## config.mk

```make
export PLATFORM = sky130hd
export DESIGN_NAME = global_average_pool_flat
export DESIGN_NICKNAME = d
export VERILOG_FILES = /design/src/sv/gap_pkg.sv /design/src/sv/gap_req_if.sv /design/src/sv/gap_rsp_if.sv /design/src/sv/gap_csr_if.sv /design/src/sv/gap_dpath.sv /design/src/sv/gap_ctrl.sv /design/src/sv/global_average_pool.sv /design/src/flat_wrapper.sv
export VERILOG_INCLUDE_DIRS = /design/src /design/src/sv
export SDC_FILE = /design/constraint.sdc
export NUM_CORES = 1
export LEC_CHECK = 0
export CORE_MARGIN = 2
export CORE_UTILIZATION = 59
export CTS_BUF_LIST = sky130_fd_sc_hd__clkbuf_4 sky130_fd_sc_hd__clkbuf_8 sky130_fd_sc_hd__clkbuf_16
export DETAILED_ROUTE_END_ITERATION = 10
export DONT_BUFFER_PORTS = 1
export PLACE_DENSITY_LB_ADDON = 0.1
export SKIP_CTS_REPAIR_TIMING = 1
export SLEW_MARGIN = 20
export SYNTH_ARGS = -nofsm -noshare
export SYNTH_HDL_FRONTEND = slang
export SYNTH_HIERARCHICAL = 1
export SYNTH_SLANG_ARGS = --single-unit
```

## constraint.sdc

```tcl
create_clock -name clock -period 8.2 [get_ports clock]
set_input_delay 0.82 -clock clock [delete_from_list [all_inputs] [get_ports clock]]
set_output_delay 0.82 -clock clock [all_outputs]
set_load 0.01 [all_outputs]
```

## src/sv/global_average_pool_macros.svh

```systemverilog
// assertion helpers shared by the block
`ifndef GLOBAL_AVERAGE_POOL_MACROS_SVH
`define GLOBAL_AVERAGE_POOL_MACROS_SVH

// checked on every clock edge outside reset
`define GAP_ASSERT(label, prop, msg) \
   label: assert property (@(posedge clock) disable iff (reset) prop) else $error(msg);

// checked on every clock edge, reset included
`define GAP_ASSERT_ANY_CYCLE(label, prop, msg) \
   label: assert property (@(posedge clock) prop) else $error(msg);

`endif

```

## src/sv/gap_pkg.sv

```systemverilog
package gap_pkg;

   // configuration port
   localparam int CSR_ADDR_BITS = 2;
   localparam int CSR_DATA_BITS = 9;
   localparam int SIDE_REG_BITS = 9;

   localparam logic [CSR_ADDR_BITS-1:0] CSR_MAP_HEIGHT = 2'd0;
   localparam logic [CSR_ADDR_BITS-1:0] CSR_MAP_WIDTH  = 2'd1;

   // controller states
   typedef enum logic [1:0] {
      ST_ACCUM,
      ST_DIVIDE,
      ST_FINISH
   } gap_state_type;

   // controller to datapath commands
   typedef struct packed {
      logic accum;
      logic start_div;
      logic step_div;
      logic load_out;
   } gap_cmd_type;

   // datapath to controller status
   typedef struct packed {
      logic last_sample;
      logic div_done;
   } gap_status_type;

endpackage

```

## src/sv/gap_req_if.sv

```systemverilog
interface gap_req_if #(
   parameter int SAMPLE_BITS = 16
) ();
   logic                          valid;
   logic                          ready;
   logic signed [SAMPLE_BITS-1:0] sample;

   modport source (output valid, output sample, input ready);
   modport sink   (input valid, input sample, output ready);
endinterface

```

## src/sv/gap_rsp_if.sv

```systemverilog
interface gap_rsp_if #(
   parameter int SAMPLE_BITS = 16
) ();
   logic                          valid;
   logic                          ready;
   logic signed [SAMPLE_BITS-1:0] channel_mean;

   modport source (output valid, output channel_mean, input ready);
   modport sink   (input valid, input channel_mean, output ready);
endinterface

```

## src/sv/gap_csr_if.sv

```systemverilog
interface gap_csr_if import gap_pkg::*; ();
   logic                     valid;
   logic                     ready;
   logic [CSR_ADDR_BITS-1:0] index;
   logic [CSR_DATA_BITS-1:0] wdata;

   modport source (output valid, output index, output wdata, input ready);
   modport sink   (input valid, input index, input wdata, output ready);
endinterface

```

## src/sv/gap_dpath.sv

```systemverilog
module gap_dpath import gap_pkg::*; #(
   parameter int SAMPLE_BITS = 16,
   parameter int MAX_SIDE    = 256
) (
   input  logic                          clock,
   input  logic                          reset,
   input  logic                          csr_valid,
   input  logic [CSR_ADDR_BITS-1:0]      csr_index,
   input  logic [CSR_DATA_BITS-1:0]      csr_wdata,
   input  logic signed [SAMPLE_BITS-1:0] sample,
   input  gap_cmd_type                   cmd,
   output gap_status_type                status,
   output logic signed [SAMPLE_BITS-1:0] channel_mean
);

   localparam int SIDE_BITS = $clog2(MAX_SIDE + 1);
   localparam int CNT_BITS  = $clog2(MAX_SIDE * MAX_SIDE + 1);
   localparam int SUM_BITS  = SAMPLE_BITS + 2 * $clog2(MAX_SIDE);
   localparam int STEP_BITS = $clog2(SUM_BITS);
   localparam int CMP_BITS  = (SIDE_REG_BITS > SIDE_BITS) ? SIDE_REG_BITS : SIDE_BITS;

   // zero counts as one, anything above the largest side as the largest side
   function automatic logic [SIDE_BITS-1:0] clamp_side(input logic [SIDE_REG_BITS-1:0] v);
      logic [CMP_BITS-1:0] wide;
      wide = CMP_BITS'(v);
      if (v == '0) begin
         return SIDE_BITS'(1);
      end else if (wide > CMP_BITS'(MAX_SIDE)) begin
         return SIDE_BITS'(MAX_SIDE);
      end else begin
         return SIDE_BITS'(v);
      end
   endfunction

   logic [SIDE_REG_BITS-1:0] map_height_ff, map_height_in;
   logic [SIDE_REG_BITS-1:0] map_width_ff, map_width_in;
   logic [SUM_BITS-1:0]      sum_ff, sum_in;
   logic [CNT_BITS-1:0]      count_ff, count_in;
   logic [SUM_BITS-1:0]      quo_ff, quo_in;
   logic [CNT_BITS-1:0]      rem_ff, rem_in;
   logic [CNT_BITS-1:0]      divisor_ff, divisor_in;
   logic                     neg_ff, neg_in;
   logic [STEP_BITS-1:0]     step_ff, step_in;
   logic [SAMPLE_BITS-1:0]   mean_ff, mean_in;

   logic [SIDE_BITS-1:0]     height_side;
   logic [SIDE_BITS-1:0]     width_side;
   logic [2*SIDE_BITS-1:0]   target_full;
   logic [CNT_BITS-1:0]      target;
   logic [CNT_BITS-1:0]      count_next;
   logic [SUM_BITS-1:0]      sample_ext;
   logic [SUM_BITS-1:0]      sum_next;
   logic [SUM_BITS-1:0]      sum_mag;
   logic [CNT_BITS:0]        shifted;
   logic                     fits;
   logic [SAMPLE_BITS-1:0]   quo_low;

   // configuration registers
   always_comb begin
      map_height_in = map_height_ff;
      map_width_in  = map_width_ff;
      if (csr_valid) begin
         if (csr_index == CSR_MAP_HEIGHT) begin
            map_height_in = SIDE_REG_BITS'(csr_wdata);
         end else if (csr_index == CSR_MAP_WIDTH) begin
            map_width_in = SIDE_REG_BITS'(csr_wdata);
         end
      end
   end

   // samples per channel from the current registers
   always_comb begin
      height_side = clamp_side(map_height_ff);
      width_side  = clamp_side(map_width_ff);
      target_full = {{SIDE_BITS{1'b0}}, height_side} * {{SIDE_BITS{1'b0}}, width_side};
      target      = target_full[CNT_BITS-1:0];
   end

   // running sum and count
   always_comb begin
      sample_ext  = SUM_BITS'(sample);
      sum_next    = sum_ff + sample_ext;
      count_next  = count_ff + CNT_BITS'(1);
      sum_mag     = sum_next[SUM_BITS-1] ? (-sum_next) : sum_next;
      sum_in      = sum_ff;
      count_in    = count_ff;
      if (cmd.start_div) begin
         sum_in   = '0;
         count_in = '0;
      end else if (cmd.accum) begin
         sum_in   = sum_next;
         count_in = count_next;
      end
   end

   // restoring divider on the sum magnitude, one quotient bit a cycle
   always_comb begin
      shifted    = {rem_ff, quo_ff[SUM_BITS-1]};
      fits       = shifted >= {1'b0, divisor_ff};
      quo_in     = quo_ff;
      rem_in     = rem_ff;
      divisor_in = divisor_ff;
      neg_in     = neg_ff;
      step_in    = step_ff;
      if (cmd.start_div) begin
         quo_in     = sum_mag;
         rem_in     = '0;
         divisor_in = target;
         neg_in     = sum_next[SUM_BITS-1];
         step_in    = '0;
      end else if (cmd.step_div) begin
         quo_in  = {quo_ff[SUM_BITS-2:0], fits};
         rem_in  = fits ? CNT_BITS'(shifted - {1'b0, divisor_ff}) : shifted[CNT_BITS-1:0];
         step_in = step_ff + STEP_BITS'(1);
      end
   end

   // signed mean into the output register
   always_comb begin
      quo_low = quo_ff[SAMPLE_BITS-1:0];
      mean_in = mean_ff;
      if (cmd.load_out) begin
         mean_in = neg_ff ? (-quo_low) : quo_low;
      end
   end

   always_ff @(posedge clock) begin
      if (reset) begin
         map_height_ff <= SIDE_REG_BITS'(1);
         map_width_ff  <= SIDE_REG_BITS'(1);
         sum_ff        <= '0;
         count_ff      <= '0;
      end else begin
         map_height_ff <= map_height_in;
         map_width_ff  <= map_width_in;
         sum_ff        <= sum_in;
         count_ff      <= count_in;
      end
   end

   always_ff @(posedge clock) begin
      quo_ff     <= quo_in;
      rem_ff     <= rem_in;
      divisor_ff <= divisor_in;
      neg_ff     <= neg_in;
      step_ff    <= step_in;
      mean_ff    <= mean_in;
   end

   assign status.last_sample = count_next >= target;
   assign status.div_done    = step_ff == STEP_BITS'(SUM_BITS - 1);
   assign channel_mean       = mean_ff;

endmodule

```

## src/sv/gap_ctrl.sv

```systemverilog
`include "global_average_pool_macros.svh"

module gap_ctrl import gap_pkg::*; (
   input  logic           clock,
   input  logic           reset,
   input  logic           req_valid,
   output logic           req_ready,
   output logic           rsp_valid,
   input  logic           rsp_ready,
   input  gap_status_type status,
   output gap_cmd_type    cmd
);

   gap_state_type state_ff, state_in;
   logic          out_full_ff, out_full_in;
   logic          req_fire;
   logic          out_free;

   assign req_ready = state_ff == ST_ACCUM;
   assign req_fire  = req_valid && req_ready;
   assign out_free  = !out_full_ff || rsp_ready;
   assign rsp_valid = out_full_ff;

   // next state
   always_comb begin
      state_in = state_ff;
      case (state_ff)
         ST_ACCUM: begin
            if (req_fire && status.last_sample) begin
               state_in = ST_DIVIDE;
            end
         end
         ST_DIVIDE: begin
            if (status.div_done) begin
               state_in = ST_FINISH;
            end
         end
         ST_FINISH: begin
            if (out_free) begin
               state_in = ST_ACCUM;
            end
         end
         default: begin
            state_in = ST_ACCUM;
         end
      endcase
   end

   // datapath commands
   always_comb begin
      cmd = '0;
      case (state_ff)
         ST_ACCUM: begin
            cmd.accum     = req_fire;
            cmd.start_div = req_fire && status.last_sample;
         end
         ST_DIVIDE: begin
            cmd.step_div = 1'b1;
         end
         ST_FINISH: begin
            cmd.load_out = out_free;
         end
         default: begin
            cmd = '0;
         end
      endcase
   end

   // output register occupancy
   always_comb begin
      out_full_in = out_full_ff;
      if (cmd.load_out) begin
         out_full_in = 1'b1;
      end else if (rsp_ready) begin
         out_full_in = 1'b0;
      end
   end

   always_ff @(posedge clock) begin
      if (reset) begin
         state_ff    <= ST_ACCUM;
         out_full_ff <= 1'b0;
      end else begin
         state_ff    <= state_in;
         out_full_ff <= out_full_in;
      end
   end

   // checks
   `GAP_ASSERT_ANY_CYCLE(a_reset_idle, reset |=> (state_ff == ST_ACCUM && !out_full_ff), "block not idle after reset")
   `GAP_ASSERT(a_last_starts_div, (req_fire && status.last_sample) |=> (state_ff == ST_DIVIDE), "channel end did not start the divider")
   `GAP_ASSERT(a_div_holds, (state_ff == ST_DIVIDE && !status.div_done) |=> (state_ff == ST_DIVIDE), "divider left before its last step")
   `GAP_ASSERT(a_no_overwrite, cmd.load_out |-> (!out_full_ff || rsp_ready), "pending mean overwritten")
   `GAP_ASSERT(a_full_from_finish, $rose(out_full_ff) |-> $past(state_ff == ST_FINISH), "output filled outside the finish state")

endmodule

```

## src/sv/global_average_pool.sv

```systemverilog
// Global average pooling. Samples (signed Q8.8) arrive one per transaction, channel after
// channel, each channel's map in row-major order; after map_height*map_width samples the
// block returns one transaction holding that channel's mean, truncated toward zero. A side
// register written as 0 acts as 1 and one above MAX_SIDE acts as MAX_SIDE; a write in the
// middle of a channel keeps the partial sum and takes effect from the next sample. Samples are
// taken one per cycle while the block accumulates; the sample that closes a channel starts
// a restoring divider that yields one quotient bit per cycle over the SAMPLE_BITS +
// 2*clog2(MAX_SIDE) bit sum, then the output register is loaded once it is free; no sample
// is taken until then. The mean waits in an output register, so the next channel streams
// in while it is unclaimed.
module global_average_pool import gap_pkg::*; #(
   parameter int SAMPLE_BITS = 16,
   parameter int MAX_SIDE    = 256
) (
   input logic clock,
   input logic reset,
   gap_req_if.sink   req_bus,
   gap_rsp_if.source rsp_bus,
   gap_csr_if.sink   csr_bus
);

   gap_cmd_type    cmd;
   gap_status_type status;

   // registers are always writable
   assign csr_bus.ready = 1'b1;

   // sequencer
   gap_ctrl u_ctrl (
      .clock     (clock),
      .reset     (reset),
      .req_valid (req_bus.valid),
      .req_ready (req_bus.ready),
      .rsp_valid (rsp_bus.valid),
      .rsp_ready (rsp_bus.ready),
      .status    (status),
      .cmd       (cmd)
   );

   // accumulator, divider and output register
   gap_dpath #(
      .SAMPLE_BITS (SAMPLE_BITS),
      .MAX_SIDE    (MAX_SIDE)
   ) u_dpath (
      .clock        (clock),
      .reset        (reset),
      .csr_valid    (csr_bus.valid),
      .csr_index    (csr_bus.index),
      .csr_wdata    (csr_bus.wdata),
      .sample       (req_bus.sample),
      .cmd          (cmd),
      .status       (status),
      .channel_mean (rsp_bus.channel_mean)
   );

endmodule

```

## src/flat_wrapper.sv

```systemverilog
// flat-port wrapper written by rule: the top's interface ports become plain ports
module global_average_pool_flat import gap_pkg::*;
#(
   parameter int SAMPLE_BITS = 16,
   parameter int MAX_SIDE    = 256
)
  (clock, reset, req_bus_valid, req_bus_sample, req_bus_ready, rsp_bus_valid, rsp_bus_channel_mean, rsp_bus_ready, csr_bus_valid, csr_bus_index, csr_bus_wdata, csr_bus_ready);
  gap_req_if #(.SAMPLE_BITS(SAMPLE_BITS)) req_bus_i ();
  gap_rsp_if #(.SAMPLE_BITS(SAMPLE_BITS)) rsp_bus_i ();
  gap_csr_if csr_bus_i ();
  input logic clock;
  input logic reset;
  input wire logic [$bits(req_bus_i.valid)-1:0] req_bus_valid;
  input wire logic [$bits(req_bus_i.sample)-1:0] req_bus_sample;
  output wire logic [$bits(req_bus_i.ready)-1:0] req_bus_ready;
  output wire logic [$bits(rsp_bus_i.valid)-1:0] rsp_bus_valid;
  output wire logic [$bits(rsp_bus_i.channel_mean)-1:0] rsp_bus_channel_mean;
  input wire logic [$bits(rsp_bus_i.ready)-1:0] rsp_bus_ready;
  input wire logic [$bits(csr_bus_i.valid)-1:0] csr_bus_valid;
  input wire logic [$bits(csr_bus_i.index)-1:0] csr_bus_index;
  input wire logic [$bits(csr_bus_i.wdata)-1:0] csr_bus_wdata;
  output wire logic [$bits(csr_bus_i.ready)-1:0] csr_bus_ready;
  assign req_bus_i.valid = req_bus_valid;
  assign req_bus_i.sample = req_bus_sample;
  assign req_bus_ready = req_bus_i.ready;
  assign rsp_bus_valid = rsp_bus_i.valid;
  assign rsp_bus_channel_mean = rsp_bus_i.channel_mean;
  assign rsp_bus_i.ready = rsp_bus_ready;
  assign csr_bus_i.valid = csr_bus_valid;
  assign csr_bus_i.index = csr_bus_index;
  assign csr_bus_i.wdata = csr_bus_wdata;
  assign csr_bus_ready = csr_bus_i.ready;
  global_average_pool #(.SAMPLE_BITS(SAMPLE_BITS), .MAX_SIDE(MAX_SIDE)) u_core (.clock(clock), .reset(reset), .req_bus(req_bus_i), .rsp_bus(rsp_bus_i), .csr_bus(csr_bus_i));
endmodule
```

Word-level counts from Yosys, hierarchy flattened
Index checks and enable logic that the tools add are counted.

storage, ports and cells
  bits in registers = 158
  bits in latches = 0
  RAM bits = 0
  bits in read-only memories = 0
  input port bits = 32
  output and inout bits = 19
  logic and storage cells = 63
  memories kept = 0

operators by class
  add/subtract/negate cells = 6
  $mul = 1
  divide/modulo/power cells = 0
  order comparisons = 4
  eq/ne operators = 7
  shifts and indexed selects = 0
  mux-type cells = 18
  bitwise operators = 1
  reduce and logical (&&, ||, !) cells = 14

operators by type and width
  operator                                                number
  two-way mux 32 bit                                      3
  two-way mux 9 bit                                       4
  adder 32 bit                                            1
  negator 32 bit                                          1
  greater-or-equal comparator 18 x 17 -> 1 bit            1
  > comparator 9 bit (second input constant)              2
  zero test 9 bit                                         2
  adder 17 x 1 -> 17 bit (second input constant)          1
  greater-or-equal comparator 17 bit                      1
  multiplier 9 x 9 -> 17 bit                              1
  two-way mux 17 bit                                      1
  subtractor 17 bit                                       1
  two-way mux 16 bit                                      1
  negator 16 bit                                          1
  two-way mux 2 bit                                       4
  case mux 2 bit (3 select lines)                         1
  AND reduction 3 bit                                     2
  adder 5 x 1 -> 5 bit (second input constant)            1
  == test 5 bit (second input constant)                   1
  == test 2 x 1 -> 1 bit (second input constant)          2
  zero test 2 bit                                         2
  two-way mux 1 bit                                       4
  inequality test 2 x 1 -> 1 bit (second input constant)  2
  nonzero test 2 bit                                      2
  8 further kinds                                         9

Logic depth before layout (Yosys ltp)
  depth in word-level cells = 8
  gate-level depth with buffers = 35

Modules after synthesis
Netlist, hierarchy kept.

by module, submodules not included
  module               times used  cells an instance  area an instance (sq um)
  gap_dpath            1           1507               13013.7
  gap_ctrl             1           18                 163.9
  global_average_pool  1           2                  11.3

Least setup slack after synthesis
OpenSTA, ideal clock, no wires.

  path type = register -> register
  start = register u_core.u_dpath.map_width_ff[8]
  end = register u_core.u_dpath.quo_ff[0] (enable)
  setup time = 389 ps
  data arrival time = 7491 ps
  path slack = 320 ps
  stages on the path, launching flop included = 30
  buffers on the path = 3
  period minus slack after synthesis = 7880 ps
  cells stage by stage = dfxtp_1 clkbuf_1 clkbuf_1 nor2_1 nand2_1 fa_1 inv_1 fa_1 ha_1 inv_1 fa_1 inv_1 ha_1 a21o_1 a21oi_1 o21ai_0 a21oi_1 o21ai_0 a21oi_1 o21ai_0 o41ai_1 xnor2_1 ha_1 and3_1 nand3_1 o211ai_1 and3_1 clkinv_1 clkbuf_1 nand2_1

RTL lines
  element                   RTL line          RTL
  start: declaration        gap_dpath.sv:36   logic [SIDE_REG_BITS-1:0] map_width_ff, map_width_in;
  start signal: assignment  gap_dpath.sv:135  map_width_ff <= map_width_in;
  end signal: assignment    gap_dpath.sv:142  quo_ff <= quo_in;
  end: declaration          gap_dpath.sv:39   logic [SUM_BITS-1:0] quo_ff, quo_in;

==> results_dict.tcl <==
set metrics [dict create \
    pre_cts_ws_ps 450 \
    cts_buffers 17 \
    cp_data_arrival_time_ps 7900 \
    busiest_layer "met2" \
    cp-end-kind "flop" \
    dr.pass1.iters 5 \
    antenna_found_initial 0 \
    critPathRequiredTime_ps 8500 \
    netlist_area_um2 13200 \
    ir_drop_v 0.000167 \
    hold_depth 1 \
    slew_headroom_pct 37.6 \
    fin_area_um2 14100 \
    io_pins 51 \
    use_met2_pct 40.2 \
    initial_core_util_pct 60.2 \
    post-route-period-util_pct 92.7 \
    rsz0062_at_grt "no" \
    gp_congestion 0.924 \
    num_antenna_cells 0 \
    synth_edf_count 66 \
    finalWorstSetupSlack_ps 601 \
    drt_iter0_drc 698 \
    rows 54 \
    pwr-share-comb_pct 49.9 \
    gr-total-overflow 0 \
    yosysMostFrequentCell "nor2_1" \
    grt_util_met1_pct 38.0 \
    p_int_mw 2.23 \
    maxCapViolations 0 \
    synth-seq-area-share_pct 29.0 \
    synth_fp_nets 1716 \
    p_leak_nw 6.25 \
    pwr_density_cell_nw_per_um2 280 \
    die_y_um 154 \
    seq_power_share_pct 30.1 \
    post_dp_cell_area_um2 13500 \
    grt_pass1_wl_um 50200 \
    avgSynthCellArea_um2 8.64 \
    status "completed" \
    dp_cells 1764 \
    viasPerCell 5.95 \
    cts_root_buffer "clkbuf_16" \
    net-switching-power_mw 1.71 \
    ant_nets 0 \
    die_w_um 154 \
    grt_util_met3_pct 4.37 \
    cts_tree "built" \
    min_period_ps 7600 \
    synth_common_cells "nor2_1 (188), inv_1 (124), nand2_1 (124)" \
    drive_gt1_share_pct 5.21 \
    yosys_warnings 6 \
    hold_viol_final 0 \
    reg2reg_to "u_core/u_dpath/quo_ff[19]$_DFFE_PP_" \
    holdPathEnd "u_core/u_ctrl/state_ff[0]$_SDFFE_PP0P_" \
    finalSetupViolCount 0 \
    via_count 10700 \
    worst_path_largest_cell_delay_ps 790 \
    hold_path.class "in -> reg" \
    finalMaxSlewViolations 0 \
    fin_util_pct 64.3 \
    worstPathMaxFanout 26 \
    sw_frac_of_total_pct 43.3 \
    syn-instance-count 1527 \
    ys_ff_latch 158 \
    hold_path_startpoint "reset" \
    drc 0 \
    port-buffer-count 0 \
    grt_pass1_vias 10100 \
    routed_wl_um 30200 \
    fin_total_pwr_mw 3.94 \
    path_clk_slew_ps 70 \
    fill_cells 1896 \
    cp_top_family "adder cells" \
    stdcell_count 1796 \
    worst_skew_pair.late_latency_ps 440 \
    cts_buffer_depth 2 \
    fin_nets 1692 \
    core_area_um2 21900 \
    skew_ps 21.2 \
    fmax_ghz 0.132 \
    synth_cell_type_count 73 \
    critPathBufInv 4 \
    critPathSlowestCell "dfxtp_1" \
    grt_max_degree 54 \
    whs_ps 443 \
    critPathLaunchType "flop" \
    htree_levels 4 \
    dpl.hpwl_um 23000 \
    dieArea_um2 23600 \
    synth_area_leaders "edfxtp_1 (15%), dfxtp_1 (14%), ha_1 (10%), fa_1 (7.7%), nor2_1 (5.4%)" \
    critPathKind "reg -> reg" \
    timing.rr.start "u_core/u_dpath/map_width_ff[8]$_SDFFE_PP0P_" \
    numClockSinks 158 \
    grt_usage_pct 25.9 \
    tightest_slew_ps 932 \
    pwr-share-clk_pct 20.1 \
    syn2layout_area_growth_pct 6.76 \
    timing.setup.tns_ps 0 \
    rrSetupSlack_ps 600 \
    synth_top_area_share_pct 15.0 \
    wl_per_cell_um 16.8 \
    rr_worst_depth 27 \
    synth-async-reset-ratio_pct 0 \
    ys.flop_type "dfxtp_1" \
    yosys.area.top_type "edfxtp_1" \
]
[layout by cell type, fill, tap and decap left out, types with 18 or more instances in the layout]
master,count
a21o_1,34
nand2_1,124
a21oi_1,76
dfxtp_1,92
o21ai_0,51
mux2i_1,57
fa_1,51
nand2b_1,27
xnor2_1,55
and3_1,21
xor2_1,59
nor2b_1,22
nor3_1,31
and2_1,18
nor2_1,188
ha_1,106
inv_1,124
nand3_1,31
edfxtp_1,66
[worst max path at each step]
stage                                                     start                                  end  slack [ps]  cells after the start
finish              u_core/u_dpath/map_width_ff[8]$_SDFFE_PP0P_  u_core/u_dpath/quo_ff[19]$_DFFE_PP_         600                     27
global route        u_core/u_dpath/map_width_ff[4]$_SDFFE_PP0P_  u_core/u_dpath/quo_ff[22]$_DFFE_PP_          40                     30
floorplan           u_core/u_dpath/map_width_ff[8]$_SDFFE_PP0P_   u_core/u_dpath/quo_ff[0]$_DFFE_PP_         320                     29
detailed placement  u_core/u_dpath/map_width_ff[8]$_SDFFE_PP0P_  u_core/u_dpath/quo_ff[24]$_DFFE_PP_         450                     28
global placement    u_core/u_dpath/map_width_ff[8]$_SDFFE_PP0P_  u_core/u_dpath/quo_ff[10]$_DFFE_PP_         650                     27
CTS                 u_core/u_dpath/map_width_ff[8]$_SDFFE_PP0P_  u_core/u_dpath/quo_ff[24]$_DFFE_PP_         410                     28
[routing by layer]
layer  wire [µm]  share of wire [%]
met5           0                  0
met4         255               0.84
met1       14700                 49
met2       13500                 45
met3        1730                5.7
[power by group through the flow]
stage	sequential, mW	clock (mW)	combinational [mW]
finish	1.18	0.790	1.96
global route	1.21	0.838	2.20
detailed placement	1.20	0	1.92
CTS	1.18	0.807	1.93
global placement	1.19	0	1.88
floorplan	1.16	0	1.50
[area by class of cell]
cell class	instances	area (µm²)	area share [%]
clock inverter	15	165	1.17
sequential	158	3820	27.2
multi-input combinational	1186	8720	61.9
tap	280	350	2.49
timing repair buffer	14	121	0.862
inverter	126	477	3.39
clock buffer	17	425	3.02
[registers in the layout (all words and copies together) (netlist names), 2 cells and up]
| name | flops |
|---|---|
| u_core/u_dpath/map_height_ff | 9 |
| u_core/u_dpath/sum_ff | 32 |
| u_core/u_dpath/count_ff | 17 |
| u_core/u_ctrl/state_ff | 2 |
| u_core/u_dpath/channel_mean | 16 |
| u_core/u_dpath/step_ff | 5 |
| u_core/u_dpath/divisor_ff | 17 |
| u_core/u_dpath/rem_ff | 17 |
| u_core/u_dpath/map_width_ff | 9 |
| u_core/u_dpath/quo_ff | 32 |
[cell families after synthesis]
logic type,count (synthesis),synth area share [%]
compound gates,305,15.8
xor+xnor,114,7.57
fa+ha+maj,157,17.8
buf+inv,183,5.27
flops,158,29.0
mux,60,4.58
other cells,1,0.0284
simple gates,549,20.0
(Power assumes the default switching activity.)
